==> src/sv/ectt_pkg.sv <==
// Shared types, widths and constants for the external clock tempo tracker.
// No dependencies; every other file of the block imports this package.
`default_nettype none

package ectt_pkg;

    localparam int TIME_BITS    = 40;   // timestamp width
    localparam int HIST_DEPTH   = 3;    // period history entries
    localparam int PER_W        = 27;   // periods, median, gap, unity
    localparam int RATE_W       = 24;   // Q8.16 rate
    localparam int RATE_FRAC    = 16;   // fraction bits of the rate
    localparam int POT_W        = 16;   // knob, Q0.16
    localparam int MS_W         = 32;   // millisecond clock
    localparam int TP_W         = 5;    // timeout_periods
    localparam int CLAMP_W      = 17;   // timeout clamps in ms
    localparam int REFR_W       = 20;   // refractory_us
    localparam int MED_MS_W     = 18;   // (2^27 - 1) / 1000 fits 18 bits
    localparam int LIMIT_W      = MED_MS_W + TP_W;

    // shared divider: wide enough for unity << 16 and for a timestamp
    localparam int DIV_W     = (TIME_BITS > PER_W + RATE_FRAC) ? TIME_BITS
                                                               : PER_W + RATE_FRAC;
    localparam int DIV_CNT_W = $clog2(DIV_W);

    localparam logic [PER_W-1:0] US_PER_MS = PER_W'(1000);

    // stream payload widths, padded to whole bytes
    localparam int S_TDATA_W = ((TIME_BITS + POT_W + 7) / 8) * 8;
    localparam int M_TDATA_W = ((4 + PER_W + RATE_W + 7) / 8) * 8;

    // register port
    localparam int NUM_REGS = 8;
    localparam int REG_IDX_W = $clog2(NUM_REGS);
    localparam int PADDR_W  = REG_IDX_W + 2;
    localparam int PDATA_W  = 32;

    localparam logic [REG_IDX_W-1:0] REG_REFRACTORY = REG_IDX_W'(0);
    localparam logic [REG_IDX_W-1:0] REG_GAP        = REG_IDX_W'(1);
    localparam logic [REG_IDX_W-1:0] REG_TPERIODS   = REG_IDX_W'(2);
    localparam logic [REG_IDX_W-1:0] REG_TMIN       = REG_IDX_W'(3);
    localparam logic [REG_IDX_W-1:0] REG_TMAX       = REG_IDX_W'(4);
    localparam logic [REG_IDX_W-1:0] REG_EPS        = REG_IDX_W'(5);
    localparam logic [REG_IDX_W-1:0] REG_UNITY      = REG_IDX_W'(6);
    localparam logic [REG_IDX_W-1:0] REG_RATE_MAX   = REG_IDX_W'(7);

    localparam logic [REFR_W-1:0]  RST_REFRACTORY = REFR_W'(200);
    localparam logic [PER_W-1:0]   RST_GAP        = PER_W'(10000000);
    localparam logic [TP_W-1:0]    RST_TPERIODS   = TP_W'(2);
    localparam logic [CLAMP_W-1:0] RST_TMIN       = CLAMP_W'(90);
    localparam logic [CLAMP_W-1:0] RST_TMAX       = CLAMP_W'(10000);
    localparam logic [POT_W-1:0]   RST_EPS        = POT_W'(1311);
    localparam logic [PER_W-1:0]   RST_UNITY      = PER_W'(500000);
    localparam logic [RATE_W-1:0]  RST_RATE_MAX   = RATE_W'(4194304);

    typedef struct packed {
        logic [REFR_W-1:0]  refractory;
        logic [PER_W-1:0]   gap;
        logic [TP_W-1:0]    tperiods;
        logic [CLAMP_W-1:0] tmin;
        logic [CLAMP_W-1:0] tmax;
        logic [POT_W-1:0]   eps;
        logic [PER_W-1:0]   unity;
        logic [RATE_W-1:0]  rate_max;
    } cfg_t;

endpackage

`default_nettype wire

==> src/sv/ext_clock_tempo_tracker.sv <==
// External clock tempo tracker: sequencer, tracking state and result register.
// Depends on ectt_pkg, ectt_cfg (register port) and ectt_div (serial divider).
`default_nettype none

// Usage
//   Input stream s_*: one transfer per item. s_tuser is the action (0 clock
//   edge, 1 control poll); s_tdata carries the timestamp and the knob.
//   Result stream m_*: exactly one transfer per input item, in order.
//   Registers are to be written over the APB-style port while the block is
//   idle; the block itself does not enforce this.
// Steps per item (one item in flight at a time)
//   chatter or gap edge:   no divider pass
//   accepted edge:         two passes of the divider (rate, then median in ms)
//   poll:                  one divider pass
//   The shared divider, one quotient bit per cycle, paces these steps.
// Reset (aresetn low, synchronous): registers return to their defaults and
//   the tracking state is cleared but for the timeout limit; no result is pending.
// Stall: a finished result waits in the output register; the next item is
//   still taken and worked on, and its result waits until m_tready frees
//   the output register.
module ext_clock_tempo_tracker (
    input  logic                            aclk,
    input  logic                            aresetn,
    // input stream
    input  logic                            s_tvalid,
    output logic                            s_tready,
    // s_tdata fields, low bit up: time_us[TIME_BITS], rate_pot[16]
    input  logic [ectt_pkg::S_TDATA_W-1:0]  s_tdata,
    // s_tuser fields: action (0 edge, 1 poll)
    input  logic                            s_tuser,
    // result stream
    output logic                            m_tvalid,
    input  logic                            m_tready,
    // m_tdata fields, low bit up: clock_active, clock_held,
    // median_period_us[27], tempo_rate_q16[24], edge_accepted, timed_out
    output logic [ectt_pkg::M_TDATA_W-1:0]  m_tdata,
    // register port
    input  logic                            psel,
    input  logic                            penable,
    input  logic                            pwrite,
    input  logic [ectt_pkg::PADDR_W-1:0]    paddr,
    input  logic [ectt_pkg::PDATA_W-1:0]    pwdata,
    output logic [ectt_pkg::PDATA_W-1:0]    prdata,
    output logic                            pready
);
    import ectt_pkg::*;

    localparam logic [3:0] ST_IDLE      = 4'd0;
    localparam logic [3:0] ST_EDGE      = 4'd1;
    localparam logic [3:0] ST_MED       = 4'd2;
    localparam logic [3:0] ST_RATE_WAIT = 4'd3;
    localparam logic [3:0] ST_MS_WAIT   = 4'd4;
    localparam logic [3:0] ST_POLL      = 4'd5;
    localparam logic [3:0] ST_POLL_WAIT = 4'd6;
    localparam logic [3:0] ST_DONE      = 4'd7;

    cfg_t cfg;

    ectt_cfg u_cfg (
        .aclk    (aclk),
        .aresetn (aresetn),
        .psel    (psel),
        .penable (penable),
        .pwrite  (pwrite),
        .paddr   (paddr),
        .pwdata  (pwdata),
        .prdata  (prdata),
        .pready  (pready),
        .cfg     (cfg)
    );

    logic              div_start;
    logic [DIV_W-1:0]  div_dividend;
    logic [PER_W-1:0]  div_divisor;
    logic              div_done;
    logic [DIV_W-1:0]  div_quot;

    ectt_div u_div (
        .aclk     (aclk),
        .aresetn  (aresetn),
        .start    (div_start),
        .dividend (div_dividend),
        .divisor  (div_divisor),
        .done     (div_done),
        .quotient (div_quot)
    );

    // captured item
    logic [3:0]            state_reg, state_next;
    logic                  act_reg, act_next;
    logic [TIME_BITS-1:0]  time_reg, time_next;
    logic [POT_W-1:0]      pot_reg, pot_next;

    // tracking state
    logic [TIME_BITS-1:0]  last_reg, last_next;
    logic [TIME_BITS-1:0]  seen_reg, seen_next;
    logic [MS_W-1:0]       esm_reg, esm_next;
    logic [PER_W-1:0]      hist_reg [HIST_DEPTH];
    logic [PER_W-1:0]      hist_next [HIST_DEPTH];
    logic [PER_W-1:0]      median_reg, median_next;
    logic [MED_MS_W-1:0]   med_ms_reg, med_ms_next;
    logic [RATE_W-1:0]     rate_reg, rate_next;
    logic                  active_reg, active_next;
    logic                  held_reg, held_next;
    logic [POT_W-1:0]      knob_reg, knob_next;
    logic [LIMIT_W-1:0]    limit_reg, limit_next;
    logic                  edge_acc_reg, edge_acc_next;
    logic                  timed_reg, timed_next;

    // result register
    logic                  m_valid_reg, m_valid_next;
    logic [M_TDATA_W-1:0]  m_data_reg, m_data_next;

    // datapath
    logic [TIME_BITS-1:0]  period;
    logic                  is_chatter, is_gap;
    logic [PER_W-1:0]      per;
    logic [PER_W-1:0]      mid;
    logic [POT_W-1:0]      pot_diff;
    logic [LIMIT_W-1:0]    lim_prod, lim_lo, lim_cl;
    logic [MS_W-1:0]       now_ms, esm_new, elapsed;

    function automatic logic [PER_W-1:0] mid3(input logic [PER_W-1:0] a,
                                              input logic [PER_W-1:0] b,
                                              input logic [PER_W-1:0] c);
        logic [PER_W-1:0] lo, hi, m;
        lo = (a < b) ? a : b;
        hi = (a < b) ? b : a;
        m  = (hi < c) ? hi : c;
        return (lo > m) ? lo : m;
    endfunction

    assign period     = time_reg - last_reg;   // wraps modulo 2^TIME_BITS
    assign is_chatter = period < TIME_BITS'(cfg.refractory);
    assign is_gap     = period >= TIME_BITS'(cfg.gap);
    assign per        = period[PER_W-1:0];     // below gap, so fits
    assign mid        = mid3(hist_reg[0], hist_reg[1], hist_reg[2]);
    assign pot_diff   = (pot_reg > knob_reg) ? pot_reg - knob_reg : knob_reg - pot_reg;

    // adaptive timeout in ms; the max clamp wins over the min
    assign lim_prod = LIMIT_W'(med_ms_reg) * LIMIT_W'(cfg.tperiods);
    assign lim_lo   = (lim_prod < LIMIT_W'(cfg.tmin)) ? LIMIT_W'(cfg.tmin) : lim_prod;
    assign lim_cl   = (lim_lo > LIMIT_W'(cfg.tmax)) ? LIMIT_W'(cfg.tmax) : lim_lo;

    assign now_ms  = div_quot[MS_W-1:0];
    assign esm_new = (last_reg != seen_reg) ? now_ms : esm_reg;
    assign elapsed = now_ms - esm_new;

    assign s_tready = (state_reg == ST_IDLE);
    assign m_tvalid = m_valid_reg;
    assign m_tdata  = m_data_reg;

    always_comb begin
        state_next    = state_reg;
        act_next      = act_reg;
        time_next     = time_reg;
        pot_next      = pot_reg;
        last_next     = last_reg;
        seen_next     = seen_reg;
        esm_next      = esm_reg;
        for (int i = 0; i < HIST_DEPTH; i++) begin
            hist_next[i] = hist_reg[i];
        end
        median_next   = median_reg;
        med_ms_next   = med_ms_reg;
        rate_next     = rate_reg;
        active_next   = active_reg;
        held_next     = held_reg;
        knob_next     = knob_reg;
        limit_next    = limit_reg;
        edge_acc_next = edge_acc_reg;
        timed_next    = timed_reg;
        m_valid_next  = m_valid_reg && !m_tready;
        m_data_next   = m_data_reg;
        div_start     = 1'b0;
        div_dividend  = DIV_W'({cfg.unity, {RATE_FRAC{1'b0}}});
        div_divisor   = mid;

        case (state_reg)
            ST_IDLE: begin
                if (s_tvalid) begin
                    act_next      = s_tuser;
                    time_next     = s_tdata[TIME_BITS-1:0];
                    pot_next      = s_tdata[TIME_BITS +: POT_W];
                    edge_acc_next = 1'b0;
                    timed_next    = 1'b0;
                    state_next    = s_tuser ? ST_POLL : ST_EDGE;
                end
            end
            ST_EDGE: begin
                last_next = time_reg;
                if (is_chatter) begin
                    state_next = ST_DONE;
                end else if (is_gap) begin
                    active_next = 1'b0;      // re-anchor, hold untouched
                    state_next  = ST_DONE;
                end else begin
                    if (!active_reg) begin
                        for (int i = 0; i < HIST_DEPTH; i++) begin
                            hist_next[i] = per;
                        end
                    end else begin
                        for (int i = 0; i < HIST_DEPTH - 1; i++) begin
                            hist_next[i] = hist_reg[i+1];
                        end
                        hist_next[HIST_DEPTH-1] = per;
                    end
                    active_next = 1'b1;
                    state_next  = ST_MED;
                end
            end
            ST_MED: begin
                median_next = mid;
                if (mid == '0) begin
                    // only reachable with zero refractory time
                    rate_next     = cfg.rate_max;
                    med_ms_next   = '0;
                    edge_acc_next = 1'b1;
                    state_next    = ST_DONE;
                end else begin
                    div_start  = 1'b1;
                    state_next = ST_RATE_WAIT;
                end
            end
            ST_RATE_WAIT: begin
                div_dividend = DIV_W'(median_reg);
                div_divisor  = US_PER_MS;
                if (div_done) begin
                    rate_next  = (div_quot > DIV_W'(cfg.rate_max)) ? cfg.rate_max
                                                                 : div_quot[RATE_W-1:0];
                    div_start  = 1'b1;
                    state_next = ST_MS_WAIT;
                end
            end
            ST_MS_WAIT: begin
                if (div_done) begin
                    med_ms_next   = div_quot[MED_MS_W-1:0];
                    edge_acc_next = 1'b1;
                    state_next    = ST_DONE;
                end
            end
            ST_POLL: begin
                if (active_reg) begin
                    held_next = 1'b0;
                end else if (held_reg && (pot_diff > cfg.eps)) begin
                    held_next = 1'b0;
                end
                limit_next   = lim_cl;
                div_dividend = DIV_W'(time_reg);
                div_divisor  = US_PER_MS;
                div_start    = 1'b1;
                state_next   = ST_POLL_WAIT;
            end
            ST_POLL_WAIT: begin
                if (div_done) begin
                    seen_next = last_reg;
                    esm_next  = esm_new;
                    if (active_reg && (elapsed > MS_W'(limit_reg))) begin
                        active_next = 1'b0;
                        held_next   = 1'b1;
                        knob_next   = pot_reg;
                        timed_next  = 1'b1;
                    end
                    state_next = ST_DONE;
                end
            end
            ST_DONE: begin
                if (!m_valid_reg || m_tready) begin
                    m_valid_next = 1'b1;
                    m_data_next  = M_TDATA_W'({timed_reg, edge_acc_reg, rate_reg,
                                               median_reg, held_reg, active_reg});
                    state_next   = ST_IDLE;
                end
            end
            default: begin
                state_next = ST_IDLE;
            end
        endcase
    end

    always_ff @(posedge aclk) begin
        if (!aresetn) begin
            state_reg    <= ST_IDLE;
            m_valid_reg  <= 1'b0;
            last_reg     <= '0;
            seen_reg     <= '0;
            esm_reg      <= '0;
            for (int i = 0; i < HIST_DEPTH; i++) begin
                hist_reg[i] <= '0;
            end
            median_reg   <= '0;
            med_ms_reg   <= '0;
            rate_reg     <= '0;
            active_reg   <= 1'b0;
            held_reg     <= 1'b0;
            knob_reg     <= '0;
            edge_acc_reg <= 1'b0;
            timed_reg    <= 1'b0;
        end else begin
            state_reg    <= state_next;
            m_valid_reg  <= m_valid_next;
            last_reg     <= last_next;
            seen_reg     <= seen_next;
            esm_reg      <= esm_next;
            for (int i = 0; i < HIST_DEPTH; i++) begin
                hist_reg[i] <= hist_next[i];
            end
            median_reg   <= median_next;
            med_ms_reg   <= med_ms_next;
            rate_reg     <= rate_next;
            active_reg   <= active_next;
            held_reg     <= held_next;
            knob_reg     <= knob_next;
            edge_acc_reg <= edge_acc_next;
            timed_reg    <= timed_next;
        end
        act_reg    <= act_next;
        time_reg   <= time_next;
        pot_reg    <= pot_next;
        limit_reg  <= limit_next;
        m_data_reg <= m_data_next;
    end

    // an item is an edge or a poll, never both outcomes
    a_excl_flags: assert property (@(posedge aclk) disable iff (!aresetn)
        !(edge_acc_reg && timed_reg))
        else $error("edge_accepted and timed_out both set");

    a_timeout_holds: assert property (@(posedge aclk) disable iff (!aresetn)
        timed_reg |-> (held_reg && !active_reg))
        else $error("timeout without hold");

    a_accept_active: assert property (@(posedge aclk) disable iff (!aresetn)
        edge_acc_reg |-> active_reg)
        else $error("accepted edge left tracker inactive");

    a_div_expected: assert property (@(posedge aclk) disable iff (!aresetn)
        div_done |-> (state_reg == ST_RATE_WAIT || state_reg == ST_MS_WAIT ||
                      state_reg == ST_POLL_WAIT))
        else $error("divider finished outside a wait state");

    a_poll_path: assert property (@(posedge aclk) disable iff (!aresetn)
        (s_tvalid && s_tready) |=> (state_reg == (act_reg ? ST_POLL : ST_EDGE)))
        else $error("accepted item not dispatched");

endmodule

`default_nettype wire

==> src/sv/ectt_cfg.sv <==
// Register file of the tempo tracker behind an APB-style port.
// Depends on ectt_pkg for register indexes, reset values and cfg_t.
`default_nettype none

module ectt_cfg (
    input  logic                          aclk,
    input  logic                          aresetn,
    input  logic                          psel,
    input  logic                          penable,
    input  logic                          pwrite,
    input  logic [ectt_pkg::PADDR_W-1:0]  paddr,
    input  logic [ectt_pkg::PDATA_W-1:0]  pwdata,
    output logic [ectt_pkg::PDATA_W-1:0]  prdata,
    output logic                          pready,
    output ectt_pkg::cfg_t                cfg
);
    import ectt_pkg::*;

    cfg_t                 cfg_reg, cfg_next;
    logic [REG_IDX_W-1:0] idx;
    logic                 wr_en;

    assign idx    = paddr[PADDR_W-1:2];
    assign wr_en  = psel && penable && pwrite;
    assign pready = 1'b1;
    assign cfg    = cfg_reg;

    always_comb begin
        cfg_next = cfg_reg;
        if (wr_en) begin
            case (idx)
                REG_REFRACTORY: cfg_next.refractory = pwdata[REFR_W-1:0];
                REG_GAP:        cfg_next.gap        = pwdata[PER_W-1:0];
                REG_TPERIODS:   cfg_next.tperiods   = pwdata[TP_W-1:0];
                REG_TMIN:       cfg_next.tmin       = pwdata[CLAMP_W-1:0];
                REG_TMAX:       cfg_next.tmax       = pwdata[CLAMP_W-1:0];
                REG_EPS:        cfg_next.eps        = pwdata[POT_W-1:0];
                REG_UNITY:      cfg_next.unity      = pwdata[PER_W-1:0];
                REG_RATE_MAX:   cfg_next.rate_max   = pwdata[RATE_W-1:0];
                default:        cfg_next = cfg_reg;
            endcase
        end
    end

    always_comb begin
        case (idx)
            REG_REFRACTORY: prdata = PDATA_W'(cfg_reg.refractory);
            REG_GAP:        prdata = PDATA_W'(cfg_reg.gap);
            REG_TPERIODS:   prdata = PDATA_W'(cfg_reg.tperiods);
            REG_TMIN:       prdata = PDATA_W'(cfg_reg.tmin);
            REG_TMAX:       prdata = PDATA_W'(cfg_reg.tmax);
            REG_EPS:        prdata = PDATA_W'(cfg_reg.eps);
            REG_UNITY:      prdata = PDATA_W'(cfg_reg.unity);
            REG_RATE_MAX:   prdata = PDATA_W'(cfg_reg.rate_max);
            default:        prdata = '0;
        endcase
    end

    always_ff @(posedge aclk) begin
        if (!aresetn) begin
            cfg_reg.refractory <= RST_REFRACTORY;
            cfg_reg.gap        <= RST_GAP;
            cfg_reg.tperiods   <= RST_TPERIODS;
            cfg_reg.tmin       <= RST_TMIN;
            cfg_reg.tmax       <= RST_TMAX;
            cfg_reg.eps        <= RST_EPS;
            cfg_reg.unity      <= RST_UNITY;
            cfg_reg.rate_max   <= RST_RATE_MAX;
        end else begin
            cfg_reg <= cfg_next;
        end
    end

endmodule

`default_nettype wire

==> src/sv/ectt_div.sv <==
// Bit-serial restoring divider, one quotient bit per cycle.
// Depends on ectt_pkg for DIV_W, DIV_CNT_W and PER_W.
`default_nettype none

module ectt_div (
    input  logic                        aclk,
    input  logic                        aresetn,
    input  logic                        start,
    input  logic [ectt_pkg::DIV_W-1:0]  dividend,
    input  logic [ectt_pkg::PER_W-1:0]  divisor,
    output logic                        done,
    output logic [ectt_pkg::DIV_W-1:0]  quotient
);
    import ectt_pkg::*;

    // dividend bits shift out at the top while quotient bits shift in below
    logic [DIV_W-1:0]     dvd_reg, dvd_next;
    logic [PER_W-1:0]     rem_reg, rem_next;
    logic [PER_W-1:0]     dsr_reg, dsr_next;
    logic [DIV_CNT_W-1:0] cnt_reg, cnt_next;
    logic                 busy_reg, busy_next;
    logic                 done_reg, done_next;
    logic [PER_W:0]       rem_shift;
    logic                 fits;

    assign rem_shift = {rem_reg, dvd_reg[DIV_W-1]};
    assign fits      = rem_shift >= {1'b0, dsr_reg};
    assign done      = done_reg;
    assign quotient  = dvd_reg;

    always_comb begin
        dvd_next  = dvd_reg;
        rem_next  = rem_reg;
        dsr_next  = dsr_reg;
        cnt_next  = cnt_reg;
        busy_next = busy_reg;
        done_next = 1'b0;
        if (start) begin
            dvd_next  = dividend;
            rem_next  = '0;
            dsr_next  = divisor;
            cnt_next  = DIV_CNT_W'(DIV_W - 1);
            busy_next = 1'b1;
        end else if (busy_reg) begin
            rem_next = fits ? PER_W'(rem_shift - {1'b0, dsr_reg}) : rem_shift[PER_W-1:0];
            dvd_next = {dvd_reg[DIV_W-2:0], fits};
            cnt_next = cnt_reg - DIV_CNT_W'(1);
            if (cnt_reg == '0) begin
                busy_next = 1'b0;
                done_next = 1'b1;
            end
        end
    end

    always_ff @(posedge aclk) begin
        if (!aresetn) begin
            busy_reg <= 1'b0;
            done_reg <= 1'b0;
            cnt_reg  <= '0;
        end else begin
            busy_reg <= busy_next;
            done_reg <= done_next;
            cnt_reg  <= cnt_next;
        end
        dvd_reg <= dvd_next;
        rem_reg <= rem_next;
        dsr_reg <= dsr_next;
    end

endmodule

`default_nettype wire

==> config.mk <==
export PLATFORM = sky130hd
export DESIGN_NAME = ext_clock_tempo_tracker
export DESIGN_NICKNAME = d
export VERILOG_FILES = /design/src/sv/ectt_pkg.sv /design/src/sv/ext_clock_tempo_tracker.sv /design/src/sv/ectt_cfg.sv /design/src/sv/ectt_div.sv
export SDC_FILE = /design/constraint.sdc
export NUM_CORES = 2
export LEC_CHECK = 0
export BUFFER_PORTS_ARGS = -buffer_cell sky130_fd_sc_hd__buf_2
export CAP_MARGIN = 30
export CELL_PAD_IN_SITES_DETAIL_PLACEMENT = 1
export CELL_PAD_IN_SITES_GLOBAL_PLACEMENT = 1
export CORE_MARGIN = 2
export CORE_UTILIZATION = 48
export DETAILED_ROUTE_END_ITERATION = 10
export PLACE_DENSITY_LB_ADDON = 0.1
export SETUP_SLACK_MARGIN = 0.2
export SKIP_CTS_REPAIR_TIMING = 1
export SYNTH_ARGS = -nofsm -noshare
export SYNTH_HDL_FRONTEND = slang
export SYNTH_SLANG_ARGS = --single-unit
==> constraint.sdc <==
create_clock -name aclk -period 12.6 [get_ports aclk]
set_input_delay 2.52 -clock aclk [delete_from_list [all_inputs] [get_ports aclk]]
set_output_delay 2.52 -clock aclk [all_outputs]
set_load 0.1 [all_outputs]
==> metrics.md <==
| Metric | Value |
|---|---|
| Pwr Density | `192 nW/um^2` |
| Min-Delay Endpoint | `m_tdata[37]` |
| Clk buf depth | `3` |
| Die ar. | `93200 um^2` |
| Critical path capture point type | `flip-flop` |
| FF-to-FF path depth | `33` |
| P_leak | `19.3 nW` |
| Fmax | `93.4 MHz` |
| Count of final max-slew check failures | `0` |
| Most common cell after layout, fill and taps aside | `nand2_1` |
| Worst R2R Setup Slack | `1.89 ns` |
| Die Wd | `305 um` |
| Clk network pwr share | `24.8%` |
| Routed vias/inst | `6.05` |
| Status | `finished, final reports clean` |
| Final period util | `85.0%` |
| Yosys top cell by area | `dfxtp_1` |
| Most used DFF post-synth | `dfxtp_1` |
| Slew HR | `30.9%` |
| Area added between synthesis and finish | `10.2%` |
| Via count | `39000` |
| RSZ-0062 raised after global routing | `false` |
| Synth top area share | `21.8%` |
| CORE AREA | `90000 um^2` |
| Clk_lat worst skew | `0.65 ns` |
| Layout Nets | `5734` |
| Post-synthesis register bit count | `678` |
| WP buf/inv | `4` |
| CTS Buf Count | `77` |
| CTS clk-pin slew, worst paths | `0.06 ns` |
| Fin crit period | `10.71 ns` |
| Cells after Synth | `5147` |
| Post-detail-place hpwl | `117 mm` |
| FF-to-FF End | `med_ms_reg[10]` |
| Comb pwr share | `44.4%` |
| TritonCTS Sinks | `678` |
| DR WL/cell | `24.2 um` |
| Drt pass-1 iters | `5` |
| Buffers on Ports | `177` |
| MaxCap Viol Count | `0` |
| Initial antenna violation count | `5` |
| Number of fill cells in the layout | `10700` |
| Startpoint Class | `flip-flop` |
| Reg power frac | `30.7%` |
| Hold Path Origin | `rate_reg[8]` |
| CTS Root Cell | `clkbuf_16` |
| Peak per-stage delay on the critical path | `0.74 ns` |
| Worst Hold Class | `reg2reg` |
| Slew at the pin closest to its max-slew limit | `1.04 ns` |
| Syn Std Cell Area | `43600 um^2` |
| Sw Ratio | `41.5%` |
| DRC errors left | `0` |
| Worst Path Required | `13.13 ns` |
| Int Pwr | `5.39 mW` |
| Grt total ovfl | `0` |
| WS Path Type | `reg2reg` |
| TNS Setup | `0 ns` |
| CTS tree | `done` |
| Die height | `305 um` |
| Ranking of synthesized cells by area | `dfxtp_1 (22%), edfxtp_1 (14%), ha_1 (11%)` |
| Number of global-route vias before repair | `39000` |
| EDFF count, synth | `204` |
| Largest net degree at the start of global routing | `121` |
| Reg2reg start | `hist_reg[0][53]` |
| Final Wtd Congestion | `0.929` |
| Critical path data arrival time | `11.24 ns` |
| Cell depth of the worst hold path | `0` |
| Layout cells sized above 1 | `8.99%` |
| Final setup violation count | `0` |
| Setup Skew | `0.0188 ns` |
| Net Switching | `3.82 mW` |
| Final hold viol count | `0` |
| Max reg flops | `153` |
| Global-route wire length before repair | `236 mm` |
| Starting Density | `48.4%` |
| Clock H-tree levels | `3` |
| Initial DRC count | `3005` |
| Max VDD drop | `0.197 mV` |
| IO Count | `192` |
| Gr usage total | `32.8%` |
| Slowest-stage cell, CP | `nand2_2` |
| Worst path top cell family by delay | `simple AND/OR/NAND/NOR gates` |
| Crit-path max FO | `52` |
| Most frequent cells in the layout | `nand2_1 (675), a21oi_1 (554), dfxtp_1 (472), nor2_1 (415), inv_1 (406)` |
| Final hold slack | `0.434 ns` |
| Final WL | `156 mm` |
| Mean Syn Cell Area | `8.47 um^2` |
| Antenna Nets Post-Route | `0` |
| Post-synth cell types | `89` |
| Syn. warnings | `0` |
| Async SR Flop Fraction | `0%` |
| Seq/Total Area, Yosys | `35.8%` |
| Core Rows | `110` |
## per-layer routing
| layer | routed length [um] | global-route usage, % |
|---|---|---|
| met3 | 10200 | 4.41 |
| met4 | 5830 | 12.0 |
| met1 | 69400 | 45.5 |
| met2 | 70400 | 52.3 |
| met5 | 0 | 0 |
## logic make-up after synthesis
kind of cell	share of synthesized area [%]
adders and majority gates	13.4
and+or+nand+nor	16.0
buffers and inverters	6.18
muxes	5.11
DFF	35.8
other	0.0172
xor gates and xnor gates	2.99
AOI/OAI and AO/OA	20.4
## cell type report
| cell class | count | area [um^2] | share of cell area, % |
|---|---|---|---|
| multi-input combinational | 3790 | 25400 | 52.9 |
| sequential | 678 | 15600 | 32.5 |
| timing repair buffer | 243 | 1450 | 3.02 |
| clock inverter | 39 | 337 | 0.701 |
| inverter | 408 | 1540 | 3.20 |
| clock buffer | 101 | 2170 | 4.53 |
| antenna | 4 | 10.0 | 0.0208 |
| tap | 1176 | 1470 | 3.06 |
## cell usage after synthesis, types with 32 or more instances
| cell type | number |
|---|---|
| a31oi_1 | 32 |
| nor3_1 | 75 |
| xor2_1 | 41 |
| fa_1 | 53 |
| o21ai_0 | 208 |
| a21o_1 | 95 |
| a22oi_1 | 47 |
| clkbuf_1 | 236 |
| xnor2_1 | 108 |
| nor2b_1 | 65 |
| o211ai_1 | 41 |
| nand2b_1 | 37 |
| dfxtp_1 | 474 |
| nand2_1 | 676 |
| nor2_1 | 422 |
| a211oi_1 | 136 |
| inv_1 | 407 |
| and2_1 | 55 |
| o21a_1 | 39 |
| nand3_1 | 68 |
| nand4_1 | 66 |
| edfxtp_1 | 204 |
| mux2i_1 | 185 |
| a21oi_1 | 554 |
| ha_1 | 382 |
## stage by stage
stage	power [mW]	worst slack, ns	instance area, um^2	instances	util [%]
global route	9.78	1.23	48000	6436	53.4
CTS	9.22	2.00	48000	6433	53.3
finish	9.22	1.89	48000	6439	53.4
detailed placement	6.90	2.00	45500	6293	50.5
floorplan	5.60	3.45	43600	5158	-
global placement	6.76	1.86	45400	6289	50.4
## worst register-to-register path: cells and delay by family, from the launching register on
kind | cells | cell delay [ns]
AND/OR/NAND/NOR | 12 | 4.17
AO/OA/AOI/OAI | 13 | 3.66
adder cells (fa/ha/maj) | 3 | 0.98
buffers and inverters | 4 | 0.87
flip-flops | 1 | 0.49
multiplexers | 1 | 0.41
## power by group through the flow
stage          logic, mW  clock network (mW)  registers [mW]
3_5_place_dp        4.03                   0            2.87
4_1_cts             4.07                2.32            2.82
6_report            4.09                2.29            2.83
5_1_grt             4.53                2.41            2.85
2_1_floorplan       2.87                   0            2.73
3_3_place_gp        3.90                   0            2.86
## worst max path at each step
stage               depth (start not counted)             from            endpoint
detailed placement                         32  hist_reg[0][53]      med_ms_reg[10]
CTS                                        32  hist_reg[0][53]      med_ms_reg[10]
global placement                           30  hist_reg[0][53]  u_div.quotient[34]
global route                               32  hist_reg[0][53]      med_ms_reg[10]
finish                                     33  hist_reg[0][53]      med_ms_reg[10]
floorplan                                  39  hist_reg[0][44]  u_div.quotient[32]
(Power assumes the default switching activity.)
